--- config.mk ---
export PLATFORM = sky130hd
export DESIGN_NAME = tfv_core_stage
export DESIGN_NICKNAME = d
export VERILOG_FILES = /design/src/rtl/tfv_pkg.sv /design/src/rtl/tfv_core_stage.sv
export SDC_FILE = /design/constraint.sdc
export NUM_CORES = 1
export LEC_CHECK = 0
export BUFFER_PORTS_ARGS = -buffer_cell sky130_fd_sc_hd__buf_4
export CORE_MARGIN = 1
export CORE_UTILIZATION = 47
export CTS_BUF_LIST = sky130_fd_sc_hd__clkbuf_4 sky130_fd_sc_hd__clkbuf_8 sky130_fd_sc_hd__clkbuf_16
export DETAILED_ROUTE_END_ITERATION = 12
export PLACE_DENSITY = 0.72
export SLEW_MARGIN = 20
export SYNTH_ARGS = -nofsm -noshare
export SYNTH_HDL_FRONTEND = slang
export SYNTH_SLANG_ARGS = --single-unit
--- constraint.sdc ---
create_clock -name clk_i -period 1.1 [get_ports clk_i]
set_clock_uncertainty 0.15 [all_clocks]
set_input_delay 0.11 -clock clk_i [delete_from_list [all_inputs] [get_ports clk_i]]
set_output_delay 0.11 -clock clk_i [all_outputs]
set_load 0.05 [all_outputs]
--- src/rtl/tfv_pkg.sv ---
// shared types, constants and tables of the target follow velocity block
package tfv_pkg;

  localparam int POS_W       = 16;
  localparam int VEL_W       = 20;
  localparam int GAIN_W      = 12;
  localparam int DIST_W      = 15;
  localparam int MAXD_W      = 16;
  localparam int CFG_IDX_W   = 3;
  localparam int CFG_DATA_W  = 16;
  localparam int SQRT_STEPS  = 16;
  localparam int MAX_STAGES  = 24;
  localparam int PRESCALE_SH = 14;
  localparam int CV_W        = 32;
  localparam int Z_W         = 34;
  localparam int SQ_W        = 32;

  localparam logic [30:0] HALF_PI_Q30 = 31'd1686629713;

  // atan(2^-i) truncated to 30 fraction bits
  localparam logic [29:0] ATAN_Q30 [MAX_STAGES] = '{
    30'd843314856, 30'd497837829, 30'd263043836, 30'd133525158,
    30'd67021686,  30'd33543515,  30'd16775850,  30'd8388437,
    30'd4194282,   30'd2097149,   30'd1048575,   30'd524287,
    30'd262143,    30'd131071,    30'd65535,     30'd32767,
    30'd16383,     30'd8191,      30'd4095,      30'd2047,
    30'd1023,      30'd511,       30'd255,       30'd127
  };

  typedef enum logic [CFG_IDX_W-1:0] {
    REG_TRANS_GAIN  = 3'd0,
    REG_ANG_GAIN    = 3'd1,
    REG_TARGET_DIST = 3'd2,
    REG_MIN_DIST    = 3'd3,
    REG_MAX_DIST    = 3'd4,
    REG_LAT_LIMIT   = 3'd5
  } tfv_reg_e;

  // state carried through the cordic and square root stages
  typedef struct packed {
    logic signed [CV_W-1:0] cx;
    logic signed [CV_W-1:0] cy;
    logic signed [Z_W-1:0]  z;
    logic [SQ_W-1:0]        rem;
    logic [SQ_W-1:0]        root;
    logic                   origin;
    logic                   lat_ok;
  } tfv_core_t;

endpackage

--- src/rtl/tfv_core_stage.sv ---
// one pipeline stage: a cordic vectoring step and a square root digit step, each enabled by parameter
module tfv_core_stage import tfv_pkg::*; #(
  parameter int STAGE  = 0,
  parameter bit ROT_EN = 1'b1
) (
  input  logic      clk_i,
  input  logic      rst_ni,
  input  logic      en_i,
  input  logic      valid_i,
  input  tfv_core_t data_i,
  output logic      valid_o,
  output tfv_core_t data_o
);

  localparam bit            SQRT_EN = (STAGE < SQRT_STEPS);
  localparam int            SQ_SH   = SQRT_EN ? (2 * (SQRT_STEPS - 1 - STAGE)) : 0;
  localparam logic [SQ_W-1:0] SQ_BIT = SQ_W'(1) << SQ_SH;
  localparam logic signed [Z_W-1:0] ATAN_Z = $signed({4'b0, ATAN_Q30[STAGE]});

  logic signed [CV_W-1:0] dx;
  logic signed [CV_W-1:0] dy;
  logic [SQ_W:0]          trial;
  tfv_core_t              data_d;
  tfv_core_t              data_q;
  logic                   valid_q;

  assign dx    = data_i.cy >>> STAGE;
  assign dy    = data_i.cx >>> STAGE;
  assign trial = {1'b0, data_i.root} + {1'b0, SQ_BIT};

  always_comb begin
    data_d = data_i;
    if (ROT_EN) begin
      // steer toward y = 0
      if (!data_i.cy[CV_W-1]) begin
        data_d.cx = data_i.cx + dx;
        data_d.cy = data_i.cy - dy;
        data_d.z  = data_i.z + ATAN_Z;
      end else begin
        data_d.cx = data_i.cx - dx;
        data_d.cy = data_i.cy + dy;
        data_d.z  = data_i.z - ATAN_Z;
      end
    end
    if (SQRT_EN) begin
      if ({1'b0, data_i.rem} >= trial) begin
        data_d.rem  = data_i.rem - trial[SQ_W-1:0];
        data_d.root = (data_i.root >> 1) + SQ_BIT;
      end else begin
        data_d.root = data_i.root >> 1;
      end
    end
  end

  always_ff @(posedge clk_i or negedge rst_ni) begin
    if (!rst_ni) begin
      valid_q <= 1'b0;
    end else if (en_i) begin
      valid_q <= valid_i;
    end
  end

  always_ff @(posedge clk_i) begin
    if (en_i) begin
      data_q <= data_d;
    end
  end

  assign valid_o = valid_q;
  assign data_o  = data_q;

endmodule

==> results.md, run 1 <==
- Yosys top cell area share: between 30% and 40%
- Starting Density: about half
- Top cells by count, synth: edfxtp_1 (163), ha_1 (155), a21oi_1 (154)
- Grt ovf: 8
- All-layer global routing usage: roughly three quarters
- Largest family of logic cells by synthesized area: compound AO/OA/AOI/OAI gates
- Die X: ~170 um
- Syn_area_per_cell: 9.14 um2
- Sink Count: approximately 160
- Most common cell in the netlist: edfxtp_1
- H-tree depth: 4
- Simple-gate area share of the yosys netlist: between 10% and 20%
- Die Y: roughly 170 um
- Post-Place Worst Slack: -1.89 ns
- Root Driver: clkbuf_16
- Post-synth EDFFs: roughly 160
- Status: aborted with a tool error
- Cell variety after synth: 92
- Post-synthesis mux area share: 1.57%
- First error message: [ERROR GRT-0232] Routing congestion too high. Check the congestion heatmap in the GUI.
- Input/output buffers: 332
- Netlist Area Pre-Place: 14000 um2
- Leading area contributor after synthesis: edfxtp_1
- Synth warn: 0
- Instance area at placement: ~22000 um2
- Inserted Clock Buffers: 17
- Seq/Total Area, Yosys: about a third
- Syn nets: 1859
- Synth Instances: approximately 1500
- Post-synthesis xor/xnor area fraction: 7.51%
- Clock buffer depth: 2
- IO Pins: about 330
- Placer congestion estimate: between 0.9 and 1
- Post-synth ARST share: less than 1%
- Worst endpoint type: sequential cell input
- Stopped at: 5_1_grt
- Post-synthesis compound-gate area fraction: between 20 and 25%
- DP Wirelength: 43600 um
- Row cnt: 62
- Top FF cell, synth: edfxtp_1
- Synth Area in Adders: 14.6%
- Largest net degree at the start of global routing: 47
- Top cells by area, synth: edfxtp_1 (35%), ha_1 (14%), a21oi_1 (5.5%), xnor2_1 (5.1%), o21ai_0 (3.8%)
- Register bit total from synthesis: approximately 160
- GR repair worst EP: data_o[158]$_DFFE_PP_/D
[logic make-up after synthesis]
family | count (synthesis)
AOI/OAI and AO/OA | 488
and+or+nand+nor | 369
buffers and inverters | 209
DFF | 164
adders and majority gates | 160
xor gates and xnor gates | 120
muxes | 21
[per-stage QoR]
stage	hold WS, ns	util [%]	cells
after global placement	-0.265	74.2	2706
after CTS	-0.0747	86.9	2869
after detailed placement	-0.261	74.2	2706
after floorplan	-0.336	-	1531
[per-layer routing]
metal  overflow  GRT usage, %
met1          0          74.2
met2          5          91.3
met3          0          58.8
met4          3          71.5
met5          0          38.3
[repair_timing]
item | CTS
endpoints found under the setup margin | 287
gates cloned | 5
endpoints found under the hold margin | 80
hold buffers | 76
pin swaps | 160
resized for setup | 464
setup buffers | 58
==> run 2, diff against run 1 <==
--- a/config.mk
+++ b/config.mk
@@ -7,10 +7,9 @@
 export LEC_CHECK = 0
 export BUFFER_PORTS_ARGS = -buffer_cell sky130_fd_sc_hd__buf_4
 export CORE_MARGIN = 1
-export CORE_UTILIZATION = 47
-export CTS_BUF_LIST = sky130_fd_sc_hd__clkbuf_4 sky130_fd_sc_hd__clkbuf_8 sky130_fd_sc_hd__clkbuf_16
+export CORE_UTILIZATION = 32
 export DETAILED_ROUTE_END_ITERATION = 12
-export PLACE_DENSITY = 0.72
+export PLACE_DENSITY_LB_ADDON = 0.15
 export SLEW_MARGIN = 20
 export SYNTH_ARGS = -nofsm -noshare
 export SYNTH_HDL_FRONTEND = slang
==> results.md, run 2 <==
- Synth Instances: 1531 (unchanged)
- Slew headroom: 55.4%
- Worst skew pair latency: 0.46 ns
- Register bit total from synthesis: 164 (unchanged)
- Netlist Area Pre-Place: 14000 um2 (unchanged)
- Fraction of layout cells with a size suffix above 1: 53.3%
- RSZ-0062 raised after global routing: yes
- Die area: about 45000 um2
- CP peak stage delay: 0.35 ns
- Post-synth EDFFs: 163 (unchanged)
- Power density cells: about 1200 nW/um2
- Commonest non-fill, non-tap cell in the layout: buf_4
- Vias in the first global route: between 15000 and 20000
- Min Tclk post-route: roughly 2.5 ns
- Sink Count: 164 (unchanged)
- Worst Setup SP: data_i[132]
- Initial antenna violation count: 1
- Final setup viols: 290
- Setup TNS: -151.82 ns
- Status: finished with violations
- Achievable clock frequency: slightly below 400 MHz
- Synth warn: 0 (unchanged)
- IO Pins: 333 (unchanged)
- Die X: 211 um (+21%)
- Avg WL per Cell: approximately 18 um
- Syn nets: 1859 (unchanged)
- Top cells by area, synth: edfxtp_1 (35%), ha_1 (14%), a21oi_1 (5.5%), xnor2_1 (5.1%), o21ai_0 (3.8%)
- Post-synth ARST share: 0.610% (unchanged)
- Area growth from synthesis to layout: 89.5%
- Hold Path Depth: 3
- N_diodes: 0
- Slew Limit Fails: 0
- Violated checks: setup timing
- Worst reg-to-reg setup slack: around 0.16 ns
- DRT Wirelength: ~57000 um
- Largest net degree at the start of global routing: between 70 and 80
- All-layer global routing usage: 24.9%
- CTS tree: yes
- Slowest cell on crit path: fa_2
- DR iter-0 viols: ~770
- P_leak: about 0.012 uW
- Max cap viols: 0
- Clk slew on worst S/H paths: around 0.070 ns
- Fin nets: 2841
- Clock buffer depth: 2 (unchanged)
- Final Util: 61.5%
- HP Class: in -> reg
- Final worst slack: -1.43 ns
- Starting Density: 32.5% (-16 points)
- H-tree depth: 4 (unchanged)
- Yosys top cell area share: 35.0% (unchanged)
- Vias: roughly 15000
- Most common cell in the netlist: edfxtp_1
- Crit-path cells: buf_12 > buf_4 > ha_4 > fa_2 > nor3b_2 > a211o_1 > a41oi_2 > a21boi_2 > or2_1 > a211oi_2 > o211ai_1 > a31oi_1 > xor2_1
- WS Path Type: in -> reg
- Input/output buffers: 332 (unchanged)
- DP Wirelength: 42900 um (-1.6%)
- Crit path capture type: flop
- Antenna Nets Post-Route: 0
- Slew of the pin with the lowest slew margin: 0.669 ns
- Placer congestion estimate: 0.918 (-6.4%)
- Leading area contributor after synthesis: edfxtp_1
- TritonRoute pass-1 iters: 5
- Via/cell ratio: 4.96
- # DRC: 0
- First-pass GRT wire length: approximately 85000 um
- Inserted Clock Buffers: 17 (unchanged)
- Seq/Total Area, Yosys: 35.2% (unchanged)
- CP arrival: 2.59 ns
- Top cells by count, synth: edfxtp_1 (163), ha_1 (155), a21oi_1 (154)
- CP Launch Type: input pin
- Row cnt: 76 (+23%)
- Req. time, crit path: about 1.2 ns
- Final worst-path cycle share: 230%
- FF-to-FF path depth: 1
- Top FF cell, synth: edfxtp_1
- Most frequent cells in the layout: buf_4 (681), buf_6 (234), edfxtp_1 (163)
- Grt ovf: 0
- Root Driver: clkbuf_16
- R2R Path End: valid_o$_DFFE_PN0P_
- Max VDD drop: between 0.6 and 0.7 mV
- Core ar.: 43100 um2
- Cell variety after synth: 92 (unchanged)
- Fin. Hold Viols: 0
- Syn_area_per_cell: 9.14 um2 (unchanged)
- Max reg flops: roughly 160
- CP Max Fanout: 3
- Die Y: 211 um (+21%)
- Worst setup endpoint: data_o[128]$_DFFE_PP_
- FILL cells: roughly 3600
- Worst flop-to-flop path startpoint: valid_o$_DFFE_PN0P_
## run 2: cell counts after synthesis
No cell type changed its count.
## run 2: timing repair
item / CTS / global route
resized for setup: 343 / 272
setup buffers: 75 / 39
pin swaps: 157 / 129
hold buffers: 76 / 0
endpoints found under the hold margin: 78 / 0
endpoints found under the setup margin: 287 / 289
cloned: 5 / 0
## run 2: layer usage
metal | GRT usage, % | share of wire [%] | vias to the layer above
met5 | 0 | 0.023 | -
met1 | 29.6 | 41 | 7376
met3 | 3.60 | 4.4 | 105
met2 | 44.6 | 51 | 429
li1 | - | - | 7524
met4 | 10.7 | 3.8 | 2
## run 2: critical path, delay by kind of cell
kind            cells  cell delay, ns
buf+inv             2            0.24
xor+xnor            1            0.08
simple gates        2            0.42
compound gates      6            1.22
fa+ha+maj           2            0.51
## run 2: layout make-up
cell class | instances | area (um2) | share of cell area (%)
sequential | 164 | 4920 | 18.6
timing repair inverter | 1 | 16.3 | 0.0614
clock inverter | 10 | 85.1 | 0.321
multi-input combinational | 1158 | 10600 | 39.9
timing repair buffer | 1020 | 9060 | 34.2
inverter | 151 | 682 | 2.57
clock buffer | 20 | 437 | 1.65
tap | 585 | 732 | 2.76
## run 2: logic make-up (layout without fill, tap and decap cells)
kind of cell	count (synthesis)	in the layout	synth area share (%)
multiplexers	21	21	1.57
adder cells (fa/ha/maj)	160	160	14.6
buffers and inverters	209	1202	5.87
flip-flops	164	164	35.2
AND/OR/NAND/NOR	369	369	12.9
AO/OA/AOI/OAI	488	488	22.4
XOR/XNOR	120	120	7.51
## run 2: worst min path at each step
stage	startpoint	end	slack, ns
final	data_i[133]	data_o[101]$_DFFE_PP_	0.009
after global routing	data_i[133]	data_o[101]$_DFFE_PP_	0.009
after CTS	data_i[88]	data_o[89]$_DFFE_PP_	-0.02
after detailed placement	rst_ni	valid_o$_DFFE_PN0P_	-0.26
after global placement	rst_ni	valid_o$_DFFE_PN0P_	-0.26
after floorplan	rst_ni	valid_o$_DFFE_PN0P_	-0.34
## run 2: power by group
part | total [uW] | switching (uW) | internal [uW]
combinational | 16900 | 9160 | 7720
clock | 5660 | 2600 | 3060
sequential | 8600 | 499 | 8100
## run 2: metrics by stage
| step | hold slack, ns | std cells | area, um2 | worst slack, ns | power, uW |
|---|---|---|---|---|---|
| 4_1_cts | -0.0191 | 3084 | 25200 | -1.41 | 30000 |
| 3_3_place_gp | -0.262 | 2906 | 21800 | -1.97 | 22300 |
| 3_5_place_dp | -0.263 | 2906 | 21800 | -2.00 | 22300 |
| 2_1_floorplan | -0.336 | 1531 | 15000 | -1.44 | 16500 |
| 5_1_grt | 0.00861 | 3109 | 26500 | -1.51 | 32500 |
| 6_report | 0.00890 | 3109 | 26500 | -1.43 | 31100 |
No activity file was read; power rests on OpenSTA's default activity.
